--- config.mk ---
export PLATFORM = sky130hd
export DESIGN_NAME = ipsa_cell
export DESIGN_NICKNAME = d
export VERILOG_FILES = /design/src/sv/ipsa_pkg.sv /design/src/sv/ipsa_cell.sv
export SDC_FILE = /design/constraint.sdc
export NUM_CORES = 1
export LEC_CHECK = 0
export BUFFER_PORTS_ARGS = -buffer_cell sky130_fd_sc_hd__buf_4
export CORE_AREA = 5 5 239 241
export CTS_BUF_LIST = sky130_fd_sc_hd__clkbuf_16
export DETAILED_ROUTE_END_ITERATION = 12
export DIE_AREA = 0 0 244 246
export PLACE_DENSITY = 0.5
export SYNTH_ARGS = -nofsm -noshare
export SYNTH_HDL_FRONTEND = slang
export SYNTH_SLANG_ARGS = --single-unit
--- constraint.sdc ---
create_clock -name clk_i -period 41.2 [get_ports clk_i]
set_clock_uncertainty 0.15 [all_clocks]
set_input_delay 2.06 -clock clk_i [delete_from_list [all_inputs] [get_ports clk_i]]
set_output_delay 2.06 -clock clk_i [all_outputs]
set_load 0.05 [all_outputs]
--- src/sv/ipsa_pkg.sv ---
// package: table sizes, operation codes, cell record types
`timescale 1ns / 1ps
package ipsa_pkg;
  localparam int unsigned MaxEntries = 64;
  localparam int unsigned MaxTransforms = 2;
  localparam int unsigned SlotW = $clog2(MaxEntries);
  localparam int unsigned CountW = $clog2(MaxEntries + 1);
  localparam logic [1:0] CntLimit = (MaxTransforms < 2) ? 2'(MaxTransforms) : 2'd2;

  typedef enum logic [2:0] {
    OP_FIND = 3'd0, OP_FIND_SPI = 3'd1, OP_ADD = 3'd2, OP_ADD_PEND = 3'd3,
    OP_REM_PEND = 3'd4, OP_REM_SPI = 3'd5, OP_DEACT_SPI = 3'd6, OP_CLEAR = 3'd7
  } op_e;

  typedef struct packed {
    logic [31:0] peer;
    logic [31:0] dstart;
    logic [31:0] mend;
    logic [31:0] spi_a;
    logic [31:0] spi_b;
    logic        pend;
    logic        act;
    logic        rng;
    logic [1:0]  cnt;
  } entry_t;

  typedef struct packed {
    op_e         op;
    logic [31:0] ip;
    logic [31:0] dest;
    logic [31:0] spi;
    logic        inc;
  } key_t;

  // control from the sequencer to every cell
  typedef struct packed {
    logic       write;    // write wr_entry at wr_slot
    logic       shift;    // compact: cells at or above sh_slot take the upper neighbor
    logic       deact;    // clear act at wr_slot
    logic [SlotW-1:0] wr_slot;
    logic [SlotW-1:0] sh_slot;
  } cell_ctl_t;
endpackage

--- src/sv/ipsa_cell.sv ---
// one table slot: stored entry, match compare, shift from upper neighbor
`timescale 1ns / 1ps
module ipsa_cell (
  input  logic              clk_i,
  input  logic [ipsa_pkg::SlotW-1:0] idx_i,
  input  ipsa_pkg::key_t    key_i,
  input  ipsa_pkg::cell_ctl_t ctl_i,
  input  ipsa_pkg::entry_t  wr_entry_i,
  input  ipsa_pkg::entry_t  upper_i,
  output ipsa_pkg::entry_t  entry_o,
  output logic              hit_o
);
  import ipsa_pkg::*;

  entry_t e_q;
  logic peer_eq, mask_eq, dst_ok, pend_hit;

  always_comb begin
    peer_eq  = (e_q.peer == key_i.ip);
    mask_eq  = ((key_i.dest & e_q.mend) == (e_q.dstart & e_q.mend));
    dst_ok   = (key_i.dest == 32'd0) ? 1'b1 :
               (e_q.rng ? ((key_i.dest >= e_q.dstart) && (key_i.dest <= e_q.mend))
                        : mask_eq);
    pend_hit = peer_eq && e_q.pend && ((key_i.dest == 32'd0) || mask_eq);
    case (key_i.op)
      OP_FIND:     hit_o = (e_q.pend || e_q.act || key_i.inc) && peer_eq && dst_ok;
      OP_FIND_SPI: hit_o = peer_eq && (((e_q.cnt >= 2'd1) && (e_q.spi_a == key_i.spi)) ||
                                       ((e_q.cnt >= 2'd2) && (e_q.spi_b == key_i.spi)));
      OP_ADD, OP_REM_PEND: hit_o = pend_hit;
      OP_REM_SPI, OP_DEACT_SPI: hit_o = (e_q.spi_a == key_i.spi);
      default:     hit_o = 1'b0;
    endcase
  end

  always_ff @(posedge clk_i) begin
    if (ctl_i.write && (ctl_i.wr_slot == idx_i)) begin
      e_q <= wr_entry_i;
    end else if (ctl_i.deact && (ctl_i.wr_slot == idx_i)) begin
      e_q.act <= 1'b0;
    end else if (ctl_i.shift && (idx_i >= ctl_i.sh_slot)) begin
      e_q <= upper_i;
    end
  end

  assign entry_o = e_q;
endmodule

Word-level counts from Yosys, hierarchy flattened:

Cells that the tools add are included.

* equal/unequal tests: 11
* order comparisons: 5
* bitwise logic cells: 2
* reduce and logical (&&, ||, !) cells: 22
* mux-type cells: 8

Operator list (count)
* 165-bit 2-to-1 mux: 2
* 161-bit 2-to-1 mux: 1
* 32-bit equality test: 4
* 32-bit AND: 2
* 32-bit >= comparator: 1
* 32-bit <= comparator: 1
* 32-bit zero test: 1
* 1-bit logical AND: 11
* 3-bit equality test, second input constant: 3
* 6-bit equality test: 1
* 6-bit >= comparator: 1
* 1-bit logical OR: 4
* 1-bit case mux with 4 select lines: 1
* 2-bit OR reduction: 2
* 3-bit by 1-bit equality test with 1-bit output, second input constant: 1
* 3-bit by 2-bit equality test with 1-bit output, second input constant: 1
* 3-bit zero test: 1
* 1-bit 2-to-1 mux: 3
* 3-bit 2-to-1 mux: 1
* 3-bit nonzero test: 1
* 2-bit by 1-bit >= comparator with 1-bit output, second input constant: 1
* 2-bit >= comparator, second input constant: 1
* 2-bit != test, second input constant: 1
* 2-bit AND reduction: 1
* 2-bit nonzero test: 1

* bits in registers: 165
* output and inout bits: 166
* input port bits: 452

Logic depth before layout (Yosys ltp):

* word-level depth: 6
* mapped depth: 9
* mapped depth without buffers: 9

Worst setup path after synthesis:

Ideal clock, no wire load.

* path kind: input to register
* start: input port idx_i[0] (netlist name)
* end: register e_q (netlist bit entry_o[0]), enable pin
* data arrival time: 14.340 ns
* stages on the path: 9
* slack: 25.796 ns
* library setup time: 0.914 ns
* required time: 40.136 ns
* buffers on the path: 0
* cell sequence: inv_1 -> ha_1 -> nand2b_1 -> a21o_1 -> a21oi_1 -> nor2b_1 -> o21ai_0 -> a21o_1 -> o21ai_0

* longest elaborated chain between the ends: 4
* elaborated cells between the ends (all ways): 8
* those cells by class: 1 x order compare; 2 x eq/ne; 5 x reduce/logical

Ends and longest elaborated chain
* from (decl): RTL line ipsa_cell.sv:5 `input logic [ipsa_pkg::SlotW-1:0] idx_i,`
* 6-bit >= comparator or 6-bit equality test (tied branches): RTL line ipsa_cell.sv:40, ipsa_cell.sv:36, ipsa_cell.sv:38
* 1-bit logical AND, on equally long branches: RTL line ipsa_cell.sv:40, ipsa_cell.sv:36, ipsa_cell.sv:38
* 2-bit nonzero test (no line) or 2-bit != test (tied branches)
* 2-bit AND reduction (no line) (*)
* to (signal assigned): RTL line ipsa_cell.sv:37 `e_q <= wr_entry_i;`
* to (signal assigned): RTL line ipsa_cell.sv:41 `e_q <= upper_i;`
* to (decl): RTL line ipsa_cell.sv:15 `entry_t e_q;`

Every way passes the cells marked *; elsewhere a longest branch is shown, timed or not.
A chain may end at the register's enable or synchronous reset.

Final worst setup path:

* start: input port key_i[40] (netlist name)
* end: output port hit_o

* longest elaborated chain between the ends: 6
* elaborated cells between the ends (all ways): 12
* those cells by class: 2 x order compare; 1 x eq/ne; 3 x mux; 1 x bitwise; 5 x reduce/logical

Ends and longest elaborated chain
* from (decl): RTL line ipsa_cell.sv:6 `input ipsa_pkg::key_t key_i,`
* 32-bit >= comparator (tied with other cells): RTL line ipsa_cell.sv:22 `(e_q.rng ? ((key_i.dest >= e_q.dstart) && (key_i.dest <= e_q.mend))`
* 1-bit logical AND or 32-bit equality test (tied branches): RTL line ipsa_cell.sv:22, ipsa_cell.sv:20
* 1-bit 2-to-1 mux: RTL line ipsa_cell.sv:22
* 1-bit 2-to-1 mux: RTL line ipsa_cell.sv:21 `dst_ok = (key_i.dest == 32'd0) ? 1'b1 :`
* 1-bit logical AND: RTL line ipsa_cell.sv:26 `OP_FIND: hit_o = (e_q.pend || e_q.act || key_i.inc) && peer_eq && dst_ok;`
* 1-bit case mux with 4 select lines (*): RTL line ipsa_cell.sv:25 `case (key_i.op)`
* to (decl): RTL line ipsa_cell.sv:11 `output logic hit_o`

Marked as above.

==> results.tsv <==
stage	metric	value	unit
run_status	status	finished, final reports clean	
global_routing	largest net degree at the start of global routing	97	
clocking	CTS tree	yes	
routing	Via density	4.294	
critical_path	Worst Setup Start Kind	input pin	
place	post-DP HPWL	43.90	mm
sta	fin crit share	0.1719	
sta	Hold Fails Final Rpt	0	
min_path	hold path depth	3	
place	Buffers on Ports	617	
global_routing	gr ovfl total	0	
yosys	Ys Warns	0	
global_routing	initial antenna violation count	3	
pwr	Peak VDD IR	32.20	uV
pwr	Pint	0.3688	mW
pwr	Psw	0.2230	mW
pwr	Total Power	0.5918	mW
sta	fin. max-slew vios	0	
routing	number of remaining DRC errors	0	
clocking	htree depth	4	
yosys	Synth area leaders	edfxtp_1 45%, nand2_1 18%, ha_1 12%, xor2_1 5.7%, xnor2_1 2.6%	
clocking	CTS Buf Count	17	
yosys	share of the synthesized area in the top cell type	0.4523	
die	die area	60020	um2
global_routing	vias in the first global route	11610	
routing	WL final	51.95	mm
sta	Max Freq	141.2	MHz
yosys	Post-synth top flop	edfxtp_1	
yosys	Cells after Synth	1223	
clocking	CTS sink count	165	
routing	total iterations of the first detailed-routing run	5	
yosys	Post-synth EDFFs	165	
global_routing	GRT met2 Usage	0.3034	
yosys	cell with the most instances after synthesis	nand2_1	
yosys	Syn Std Cell Area	10960	um2
place	RePlAce Congestion	0.8631	
routing	routed vias	10930	
die	IO Count	618	
place	DP Worst Slack	34.10	ns
routing	post-route antenna net violation count	0	
critical_path	critical path type	input pin to primary output	
clocking	Resize count post-CTS	0	
sta	worst setup margin	34.12	ns
yosys	Mapped Nets	1777	
finish	Total Nets Final	2383	
yosys	async set or reset register ratio after synthesis	0	
sta	normalized max-slew margin	0.2465	
pwr	combinational share of power	0.331	
critical_path	crit-path max FO	4	
critical_path	Critical Path RT	38.99	ns
global_routing	global-route wire length before repair	73.77	mm
pwr	clock power share	0.283	
clocking	Root Buffer	clkbuf_16	
sta	crit path time final	7.082	ns
global_routing	met1 usage	0.1903	
die	Die X	244	um
routing	DR iter-0 viols	525	
yosys	syn avg cell area	8.958	um2
sta	total negative slack	0	ns
global_routing	met3 usage	0.05066	
pwr	Sequential Power Share	0.385	
critical_path	Data arrival, critical path	4.87	ns
global_routing	GRT busiest layer	met2	
critical_path	Worst setup EP type	primary output	
die	# rows	86	
die	Starting Density	0.2004	
yosys	Synth top cells by count	512 x nand2_1, 165 x edfxtp_1, 102 x ha_1	
finish	Design Area, Final	16970	um2
routing	wire length per cell	20.40	um
clocking	Worst-path clk slew	0.08	ns
die	die height	246	um
pwr	static leakage	8.290	nW
finish	layout cells sized above 1	0.3567	
place	Placed Area	16390	um2
clocking	Clock Path Buffers	2	
yosys	register area share after synthesis	0.4523	
finish	max reg flops	165	
flow_run	max_cap viols	0	
finish	P&R area growth vs syn	54.89	%
die	Core ar.	54660	um2
sta	RSZ-0062 raised after global routing	false	
pwr	sw frac	0.3768	
yosys	Yosys reg bits	165	
yosys	synth unique cells	40	
sta	Final setup viols	0	
finish	Ant. Diodes	0	
min_path	Worst Hold Class	input pin to register	
sta	Least-Margin Pin Slew	1.120	ns
global_routing	total global routing track utilization	0.1663	
pwr	Power Density	34.87	nW/um2
clocking	CTS hold repair buffers	0	
sta	Min Hold Slack	1.682	ns
clocking	Post-CTS Repair Setup Buffers	0	
yosys	top cell type by total area after synthesis	edfxtp_1	
cell usage in the layout, fill, tap and decap left out, types with 2 or more instances in the layout:
cell        netlist  layout
inv_1            72      71
nor4_1           30      30
a21o_1           15      15
o31ai_1           2       2
clkinvlp_4        0       2
buf_4             0     623
edfxtp_1        165     165
nand2_1         512     511
xnor2_1          32      32
nand3_1          15      15
clkbuf_16         0      17
o211ai_1          2       2
inv_8             0       6
nor2_1            9       9
ha_1            102     102
inv_6             0       5
o21ai_0          14      13
nor2b_1           4       4
o22a_1            8       8
a21oi_1          39      39
and3_1           16      16
nor3_1            5       5
a211oi_1          9       9
a221oi_1          5       5
and3b_1           8       8
and4_1            6       6
nand4_1          24      24
xor2_1           71      71
a21boi_0          8       8
routing by layer:
layer	vias up	part of all wire
met1	5128	0.40
met5	-	0.00025
met4	2	0.017
met3	49	0.067
met2	383	0.52
li1	5370	-
final timing paths:
path / start / end / slack [ns]
worst max-delay path: key_i[40] / hit_o / 34.12
worst min-delay path: wr_entry_i[152] / entry_o[152] / 1.68
worst max-delay path, cell delays in order:
cell	delay, ns
buf_4	0.13
ha_1	0.33
a21oi_1	0.14
o21ai_0	0.11
a221o_1	0.34
o31ai_1	0.43
o211ai_1	0.16
a211oi_1	0.67
o41a_1	0.28
buf_4	0.21
stage by stage:
stage / cells / utilization
final: 2546 / 0.3104
after global routing: 2546 / 0.3104
after CTS: 2546 / 0.3104
after detailed placement: 2514 / 0.2998
after global placement: 2514 / 0.2998
after floorplan: 1223 / -
cell families after synthesis:
| kind of cell | count (synthesis) | synth area share |
|---|---|---|
| simple gates | 632 | 0.2430 |
| compound gates | 113 | 0.06750 |
| flops | 165 | 0.4523 |
| fa+ha+maj | 102 | 0.1165 |
| xor+xnor | 103 | 0.08234 |
| buf+inv | 108 | 0.03837 |
power groups by stage:
| stage | Clock (mW) | Sequential (mW) | Combinational [mW] |
|---|---|---|---|
| floorplan | 0 | 0.291 | 0.0481 |
| global placement | 0 | 0.232 | 0.197 |
| detailed placement | 0 | 0.232 | 0.198 |
| CTS | 0.174 | 0.229 | 0.199 |
| global route | 0.179 | 0.231 | 0.210 |
| finish | 0.168 | 0.228 | 0.196 |
area by class of cell:
cell class	instances	area [um2]
clock buffers	17	425.4
clock inverters	15	156.4
fillers	5822	37690
inverters	72	275.3
multi-input cells	950	5599
flip-flops and latches	165	4955
well taps	704	880.8
repair buffers	623	4677
Power figures use the tool's default switching activity.
