`config.mk`:
```
export PLATFORM = sky130hd
export DESIGN_NAME = ipsa_ctrl
export DESIGN_NICKNAME = d
export VERILOG_FILES = /design/src/sv/ipsa_pkg.sv /design/src/sv/ipsa_ctrl.sv
export SDC_FILE = /design/constraint.sdc
export NUM_CORES = 1
export LEC_CHECK = 0
export BUFFER_PORTS_ARGS = -buffer_cell sky130_fd_sc_hd__buf_2
export CORE_AREA = 2 2 329 331
export DETAILED_ROUTE_END_ITERATION = 12
export DIE_AREA = 0 0 331 333
export PLACE_DENSITY = 0.3
export SETUP_SLACK_MARGIN = 0.2
export SYNTH_ARGS = -nofsm -noshare
export SYNTH_HDL_FRONTEND = slang
export SYNTH_SLANG_ARGS = --single-unit
```
`constraint.sdc`:
```
create_clock -name clk_i -period 13 [get_ports clk_i]
set_input_delay 0 -clock clk_i [delete_from_list [all_inputs] [get_ports clk_i]]
set_output_delay 0 -clock clk_i [all_outputs]
set_load 0.005 [all_outputs]
```
`src/sv/ipsa_pkg.sv`:
```
// package: table sizes, operation codes, cell record types
`timescale 1ns / 1ps
package ipsa_pkg;
  localparam int unsigned MaxEntries = 64;
  localparam int unsigned MaxTransforms = 2;
  localparam int unsigned SlotW = $clog2(MaxEntries);
  localparam int unsigned CountW = $clog2(MaxEntries + 1);
  localparam logic [1:0] CntLimit = (MaxTransforms < 2) ? 2'(MaxTransforms) : 2'd2;

  typedef enum logic [2:0] {
    OP_FIND = 3'd0, OP_FIND_SPI = 3'd1, OP_ADD = 3'd2, OP_ADD_PEND = 3'd3,
    OP_REM_PEND = 3'd4, OP_REM_SPI = 3'd5, OP_DEACT_SPI = 3'd6, OP_CLEAR = 3'd7
  } op_e;

  typedef struct packed {
    logic [31:0] peer;
    logic [31:0] dstart;
    logic [31:0] mend;
    logic [31:0] spi_a;
    logic [31:0] spi_b;
    logic        pend;
    logic        act;
    logic        rng;
    logic [1:0]  cnt;
  } entry_t;

  typedef struct packed {
    op_e         op;
    logic [31:0] ip;
    logic [31:0] dest;
    logic [31:0] spi;
    logic        inc;
  } key_t;

  // control from the sequencer to every cell
  typedef struct packed {
    logic       write;    // write wr_entry at wr_slot
    logic       shift;    // compact: cells at or above sh_slot take the upper neighbor
    logic       deact;    // clear act at wr_slot
    logic [SlotW-1:0] wr_slot;
    logic [SlotW-1:0] sh_slot;
  } cell_ctl_t;
endpackage

```
`src/sv/ipsa_ctrl.sv`:
```
// sequencer: latch item, priority select over cell hits, write, deactivate, compact or clear, respond
`timescale 1ns / 1ps
module ipsa_ctrl (
  input  logic               clk_i,
  input  logic               rst_ni,
  input  logic               in_valid_i,
  output logic               in_ready_o,
  input  ipsa_pkg::key_t     key_d_i,
  input  ipsa_pkg::entry_t   new_d_i,
  output ipsa_pkg::key_t     key_o,
  output ipsa_pkg::entry_t   wr_entry_o,
  input  logic [ipsa_pkg::MaxEntries-1:0] hits_i,
  input  ipsa_pkg::entry_t   sel_entry_i,
  output logic [ipsa_pkg::SlotW-1:0] sel_slot_o,
  output ipsa_pkg::cell_ctl_t ctl_o,
  output logic               out_valid_o,
  input  logic               out_ready_i,
  output logic               found_o,
  output logic [5:0]         slot_o,
  output logic               add_failed_o,
  output logic               entry_pending_o,
  output logic               entry_active_out_o,
  output logic [31:0]        entry_spi_first_o,
  output logic [1:0]         entry_num_transforms_o,
  output logic [6:0]         entry_count_o
);
  import ipsa_pkg::*;

  typedef enum logic [3:0] {
    ST_IDLE = 4'b0001, ST_SCAN = 4'b0010, ST_ACT = 4'b0100, ST_OUT = 4'b1000
  } state_e;

  state_e state_q, state_d;
  key_t   key_q;
  entry_t new_q;
  logic [CountW-1:0] occ_q, occ_d;
  logic [SlotW-1:0] first_q, first_d;
  logic any_q, any_d;
  logic found_q, fail_q;
  logic [SlotW-1:0] slot_q;
  entry_t rep_q;
  logic found_d, fail_d;
  logic [SlotW-1:0] slot_d;
  entry_t rep_d;

  // gate hits to occupied slots, then priority pick lowest
  // the first hit is picked during scan and held for the action cycle
  always_comb begin
    any_d = 1'b0;
    first_d = '0;
    for (int i = MaxEntries - 1; i >= 0; i--) begin
      if (hits_i[i] && (CountW'(i) < occ_q)) begin
        any_d = 1'b1;
        first_d = SlotW'(i);
      end
    end
  end

  logic full;
  assign full = (occ_q == CountW'(MaxEntries));
  logic reuse;
  assign reuse = (key_q.op == OP_ADD) && any_q;
  logic [SlotW-1:0] app_slot;
  assign app_slot = occ_q[SlotW-1:0];

  always_comb begin
    state_d = state_q;
    occ_d = occ_q;
    ctl_o = '0;
    ctl_o.wr_slot = reuse ? first_q : app_slot;
    ctl_o.sh_slot = first_q;
    case (state_q)
      ST_IDLE: if (in_valid_i) state_d = ST_SCAN;
      ST_SCAN: state_d = ST_ACT;
      ST_ACT: begin
        state_d = ST_OUT;
        case (key_q.op)
          OP_ADD, OP_ADD_PEND: begin
            if (reuse || !full) begin
              ctl_o.write = 1'b1;
              if (!reuse) occ_d = occ_q + 1'b1;
            end
          end
          OP_REM_PEND, OP_REM_SPI: if (any_q) begin
            ctl_o.shift = 1'b1;
            occ_d = occ_q - 1'b1;
          end
          OP_DEACT_SPI: if (any_q) begin
            ctl_o.deact = 1'b1;
            ctl_o.wr_slot = first_q;
          end
          OP_CLEAR: occ_d = '0;
          default: ;
        endcase
      end
      ST_OUT: if (out_ready_i) state_d = ST_IDLE;
      default: state_d = ST_IDLE;
    endcase
  end

  always_ff @(posedge clk_i or negedge rst_ni) begin
    if (!rst_ni) begin
      state_q <= ST_IDLE;
      occ_q <= '0;
    end else begin
      state_q <= state_d;
      occ_q <= occ_d;
    end
  end

  always_comb begin
    wr_entry_o = new_q;
    if (key_q.op == OP_ADD_PEND) begin
      wr_entry_o.spi_a = '0;
      wr_entry_o.spi_b = '0;
      wr_entry_o.pend = 1'b1;
      wr_entry_o.act = 1'b0;
      wr_entry_o.rng = 1'b0;
      wr_entry_o.cnt = '0;
    end
  end

  always_comb begin
    found_d = 1'b0;
    fail_d = 1'b0;
    slot_d = '0;
    rep_d = '0;
    case (key_q.op)
      OP_ADD, OP_ADD_PEND: begin
        if (reuse || !full) begin
          found_d = 1'b1;
          slot_d = reuse ? first_q : app_slot;
          rep_d = wr_entry_o;
        end else begin
          fail_d = 1'b1;
        end
      end
      OP_FIND, OP_FIND_SPI, OP_REM_PEND, OP_REM_SPI: if (any_q) begin
        found_d = 1'b1;
        slot_d = first_q;
        rep_d = sel_entry_i;
      end
      OP_DEACT_SPI: if (any_q) begin
        found_d = 1'b1;
        slot_d = first_q;
        rep_d = sel_entry_i;
        rep_d.act = 1'b0;
      end
      default: ;
    endcase
  end

  always_ff @(posedge clk_i) begin
    if (state_q == ST_IDLE && in_valid_i) begin
      key_q <= key_d_i;
      new_q <= new_d_i;
    end
    if (state_q == ST_SCAN) begin
      any_q <= any_d;
      first_q <= first_d;
    end
    if (state_q == ST_ACT) begin
      found_q <= found_d;
      fail_q <= fail_d;
      slot_q <= slot_d;
      rep_q <= rep_d;
    end
  end

  assign key_o = key_q;
  assign sel_slot_o = first_q;
  assign in_ready_o = (state_q == ST_IDLE);
  assign out_valid_o = (state_q == ST_OUT);
  assign found_o = found_q;
  assign slot_o = 6'(slot_q);
  assign add_failed_o = fail_q;
  assign entry_pending_o = rep_q.pend;
  assign entry_active_out_o = rep_q.act;
  assign entry_spi_first_o = rep_q.spi_a;
  assign entry_num_transforms_o = rep_q.cnt;
  assign entry_count_o = 7'(occ_q);
endmodule

```
# After elaboration in Yosys (flattened, before gate mapping)
# Index checks and enable logic that the tools add are counted.
word_totals:
  elab_cells: 284
  regBits: 327
  input_bits: 498
op_classes:
  n_mux: 89
  order_cmp: 64
  n_reduce_logical: 82
  add_sub_neg: 2
  n_eq_ne: 17
ops:
  columns: ["op", "count"]
  rows:
  - ["$mux W69", 4]
  - ["$lt A6 B7 Y1 const A", 32]
  - ["$mux W6", 35]
  - ["$pmux W69 S3", 1]
  - ["$lt A5 B7 Y1 const A", 16]
  - ["$mux W5", 16]
  - ["$logic_and A1 B1 Y1", 66]
  - ["$reduce_or A63 Y1", 1]
  - ["$lt A4 B7 Y1 const A", 8]
  - ["$mux W4", 10]
  - ["$mux W7", 5]
  - ["$reduce_or A32 Y1", 1]
  - ["$lt A3 B7 Y1 const A", 4]
  - ["$pmux W7 S3", 1]
  - ["$pmux W4 S4", 1]
  - ["$reduce_or A16 Y1", 1]
  - ["$lt A1 B7 Y1 const A", 2]
  - ["$lt A2 B7 Y1 const A", 2]
  - ["$eq A3 B3 Y1 const B", 4]
  - ["$mux W3", 4]
  - ["$pmux W6 S2", 1]
  - ["$mux W9", 1]
  - ["$ne A2 B2 Y1 const B", 4]
  - ["$reduce_or A4 Y1", 2]
  - ["22 further kinds", 32]

# Depth between registers and ports, before layout
depth:
  ltp_word: 65
  mapped_depth: 11

# Least setup slack after synthesis
# OpenSTA, ideal clock, no wires.
synth_timing:
  kind: "reg-to-reg"
  start: "reg state_q[0]"
  end: "reg key_q, in the netlist key_o[0] (enable)"
  n_path_buf: 0
  setup_slack_ns: 5.169
  stages_incl_launch_ff: 3
  synth_period_minus_slack_ns: 7.831
  required_ns: 12.341
  t_arrival_ns: 7.172
  cell_sequence: "dfstp_2 > nor4b_1 > and2_1"
synth_between:
  elab_chain_cells: 2
synth_lines:
  columns: ["element", "line", "source"]
  rows:
  - ["from (decl)", "ipsa_ctrl.sv:33", "state_e state_q, state_d;"]
  - ["from (signal assigned)", "ipsa_ctrl.sv:106", "state_q <= state_d;"]
  - ["$eq A4 B1 Y1", null, null]
  - ["via in_ready_o", "ipsa_ctrl.sv:7", "output logic in_ready_o,"]
  - ["$logic_and A1 B1 Y1", "ipsa_ctrl.sv:154", "if (state_q == ST_IDLE && in_valid_i) begin"]
  - ["to (signal assigned)", "ipsa_ctrl.sv:155", "key_q <= key_d_i;"]
  - ["to (decl)", "ipsa_ctrl.sv:34", "key_t key_q;"]
# The timed path passes the listed nets, and every way through them passes these cells.
# A chain may end at the register's enable or synchronous reset.

# Worst setup path after layout
layout_timing:
  start: "reg occ_q[5] (netlist: entry_count_o[5])"
  end: "reg first_q[0] (netlist: sel_slot_o[0]) (data pin)"
layout_between:
  elab_chain_cells: 65
  word_cells_on_any_way: 191
  cone_classes: "64 x order compare; 63 x mux; 64 x reduce/logical"
layout_lines:
  columns: ["element", "line", "source"]
  rows:
  - ["from (decl)", "ipsa_ctrl.sv:36", "logic [CountW-1:0] occ_q, occ_d;"]
  - ["from (signal assigned)", "ipsa_ctrl.sv:104", "occ_q <= '0;"]
  - ["from (signal assigned)", "ipsa_ctrl.sv:107", "occ_q <= occ_d;"]
  - ["$lt A6 B7 Y1", "ipsa_ctrl.sv:52", "if (hits_i[i] && (CountW'(i) < occ_q)) begin"]
  - ["$logic_and A1 B1 Y1", "ipsa_ctrl.sv:52", null]
  - ["$mux W6 (32 in a row)", "ipsa_ctrl.sv:52", null]
  - ["$mux W5 (16 in a row)", "ipsa_ctrl.sv:52", null]
  - ["$mux W4 (8 in a row)", "ipsa_ctrl.sv:52", null]
  - ["$mux W3 (4 in a row)", "ipsa_ctrl.sv:52", null]
  - ["$mux W2 (2 in a row)", "ipsa_ctrl.sv:52", null]
  - ["$mux W1", "ipsa_ctrl.sv:52", null]
  - ["to (signal assigned)", "ipsa_ctrl.sv:160", "first_q <= first_d;"]
  - ["to (decl)", "ipsa_ctrl.sv:37", "logic [SlotW-1:0] first_q, first_d;"]
# Parallel ways exist; a longest one is shown, timed or not.

==> results.toml <==
[clocking]
cts.clk_slew.worst_paths_ps = 60
cts_tree = "built"
cts_buffers = 44
h-tree-depth = 2
root_buffer = "clkbuf_16"
clk_latency_ps = 620
cts_resized = 0
cts.path.max_buffers = 3
cts_sinks = 327

[sta]
fin_worst_skew_ps = 48.1
rsz0062_at_grt = "false"
worst_hold_slack_ps = 84.3
fin_crit_sh_pct = 27.6
fmaxAchievable_ghz = 0.279
tightest_slew_ps = 1150
finalSetupTns_ps = 0
period_needed_ps = 3590
setup_viol = 0
hold_violations = 0
slew_headroom_pct = 23.6
slew_viol_final = 0

[logic_synthesis]
synth.distinct_cells = 72
syn_inst = 966
synth_nets = 1467
synth-edff-count = 316
ys_warn_count = 0
synth_seq_area_share_pct = 70.7
ys.flop_type = "edfxtp_1"
yosysTopAreaCell = "edfxtp_1"
synthesis.area_um2 = 13800
synth_top_cell_area_share_pct = 68.7
syn_area_per_cell_um2 = 14.3
synthTopCellsByArea = "edfxtp_1, buf_4, and2_1"
synth-seq-cells = 327
ys_top_cells_by_count = "edfxtp_1, buf_4, and2_1"
yosysMostFrequentCell = "edfxtp_1"
async_reset_ff_share_pct = 3.36

[global_routing]
grt_pass1_wl_um = 88400
use_met1_pct = 11.7
globalRouteMet3Util_pct = 3.98
antenna_found_initial = 5
grtUsageMet2_pct = 20.1
grt_pass1_vias = 12700
top_usage_layer = "met2"
gr-total-overflow = 0
grt_start_max_net_pins = 149
grt_use_total_pct = 11.1

[drt]
ant_nets = 0
drc = 0
routedWlPerCell_um = 19.0
via_count = 11700
dr.first_iter.drc_count = 532
drtPass1Iterations = 5
drt_wl_total_um = 63300
vias_per_cell = 3.51

[final_layout]
regArea_um2 = 9770
instances_no_fill = 3332
multi_input_area_um2 = 3090
fill_cells = 11600
fin_nets = 2395
drive_gt1_share_pct = 41.7
area_growth_pct = 65.0

[critical_path]
cp-start-kind = "register"
crit_path_top_delay_cell = "nor2_1"
cp.required_ps = 13400
cp_cell_sequence = "buf_4 -> nor2_1 -> o21ai_0 -> and4_1 -> or4_4 -> a2111oi_2 -> o21ai_1 -> a21boi_1"
crit_cells = 8
worstSetupPathType = "reg2reg"
max_stage_delay_ps = 820
crit_arrival_ps = 3990
r2r_cells = 8
cp_top_family = "simple AND/OR/NAND/NOR gates"
crit_path_max_fanout = 19
crit_buf_inv = 1
crit_path_end_kind = "register"

[run]
cap_violations = 0

[run_status]
status = "finished clean"

[power_and_ir_drop]
power.density_nw_per_um2 = 181
p_leak_nw = 9.19
ir_drop_v = 0.000106

[min_path]
hold_path_class = "in2reg"
min_path_cells = 2

[floorplanning]
fp.dieArea_um2 = 110000
die_h_um = 333
initial_core_util_pct = 13.0
pin_count = 837
die_x_um = 331
fp.coreArea_um2 = 107000
num_rows = 120

[placed_design]
gp_congestion = 0.803
port_buffers = 707
placed_cells = 2945
place_hpwl_um = 48200
==> metal layers <==
metal  vias to the layer above  wire [µm]
met3                        95       5540
met2                       533      32700
met5                         -         27
li1                       5459          -
met4                         4       1810
met1                      5603      23200
==> per-stage QoR <==
step	worst slack (ps)	power, mW	area (µm²)	utilization (%)
2_1_floorplan	5170	2.37	13800	-
3_3_place_gp	9420	2.90	18300	17.2
3_5_place_dp	9410	2.89	18300	17.2
4_1_cts	9380	4.22	22800	21.4
5_1_grt	9200	4.38	22800	21.4
6_report	9410	4.12	22800	21.4
==> worst paths after layout <==
| kind | endpoint | slack [ps] | from |
|---|---|---|---|
| worst min-delay path | key_o[50] | 80 | key_d_i[50] |
| min in group asynchronous | state_q[0] | 530 | rst_ni |
| worst max register to register | sel_slot_o[0] | 9410 | entry_count_o[5] |
| max in group asynchronous | entry_count_o[2] | 11510 | rst_ni |
| worst max-delay path | sel_slot_o[0] | 9410 | entry_count_o[5] |
| worst min register to register | state_q[2] | 520 | state_q[3] |
==> report_power, final <==
part | switching [mW] | internal [mW] | leakage [nW]
combinational | 0.830 | 0.532 | 5.42
sequential | 0.0776 | 1.48 | 3.09
clock | 0.511 | 0.689 | 0.681
total | 1.42 | 2.70 | 9.19
==> flip-flops by register name (all words and copies together) (netlist names) <==
register / flops
entry_spi_first_o: 32
slot_o: 6
any_q: 1
entry_active_out_o: 1
entry_num_transforms_o: 2
add_failed_o: 1
state_q: 4
entry_pending_o: 1
new_q: 69
entry_count_o: 7
sel_slot_o: 6
key_o: 100
found_o: 1
wr_entry_o: 96
==> layout by cell type, fill, tap and decap left out, drive strengths merged, types with 3 or more instances in the layout <==
master | synthesis | final
a41oi | 4 | 4
a22o | 43 | 43
clkinv | 0 | 20
a21oi | 29 | 29
nand3 | 13 | 13
nor2 | 28 | 28
or4b | 4 | 4
o221ai | 3 | 3
dlygate4sd3 | 0 | 306
o31ai | 5 | 5
o21a | 6 | 6
buf | 109 | 722
a21boi | 6 | 6
o41ai | 3 | 3
dfrtp | 10 | 10
o21ai | 72 | 72
or3 | 3 | 3
and4 | 3 | 3
a31oi | 9 | 9
ha | 3 | 3
o211ai | 9 | 9
a21o | 12 | 12
nor2b | 8 | 8
and3 | 7 | 7
nor4b | 5 | 5
and2 | 76 | 76
bufinv | 0 | 3
a221oi | 3 | 3
a22oi | 5 | 5
inv | 12 | 14
mux2 | 3 | 3
or3b | 3 | 3
nor3 | 15 | 15
nand2b | 13 | 13
a211oi | 7 | 7
or2 | 6 | 6
nand2 | 37 | 37
edfxtp | 316 | 316
clkbuf | 37 | 52
==> cell type report <==
cell class / count / area share [%]
sequential: 327 / 42.8
clock inverter: 27 / 1.23
timing repair buffer: 1028 / 29.5
multi-input combinational: 481 / 13.6
antenna: 2 / 0.0220
tap: 1403 / 7.70
inverter: 12 / 0.198
clock buffer: 52 / 4.96
==> timing repair <==
item                                   in CTS  in global routing
hold buffers                              306                  0
setup buffers                               0                  0
endpoints found under the hold margin     315                  0
==> cells by family after synthesis <==
kind of cell / share of synthesized area, %
simple gates: 9.71
fa+ha+maj: 0.272
compound gates: 12.0
flops: 70.7
mux: 0.245
buf+inv: 7.09
Power figures use the tool's default switching activity.
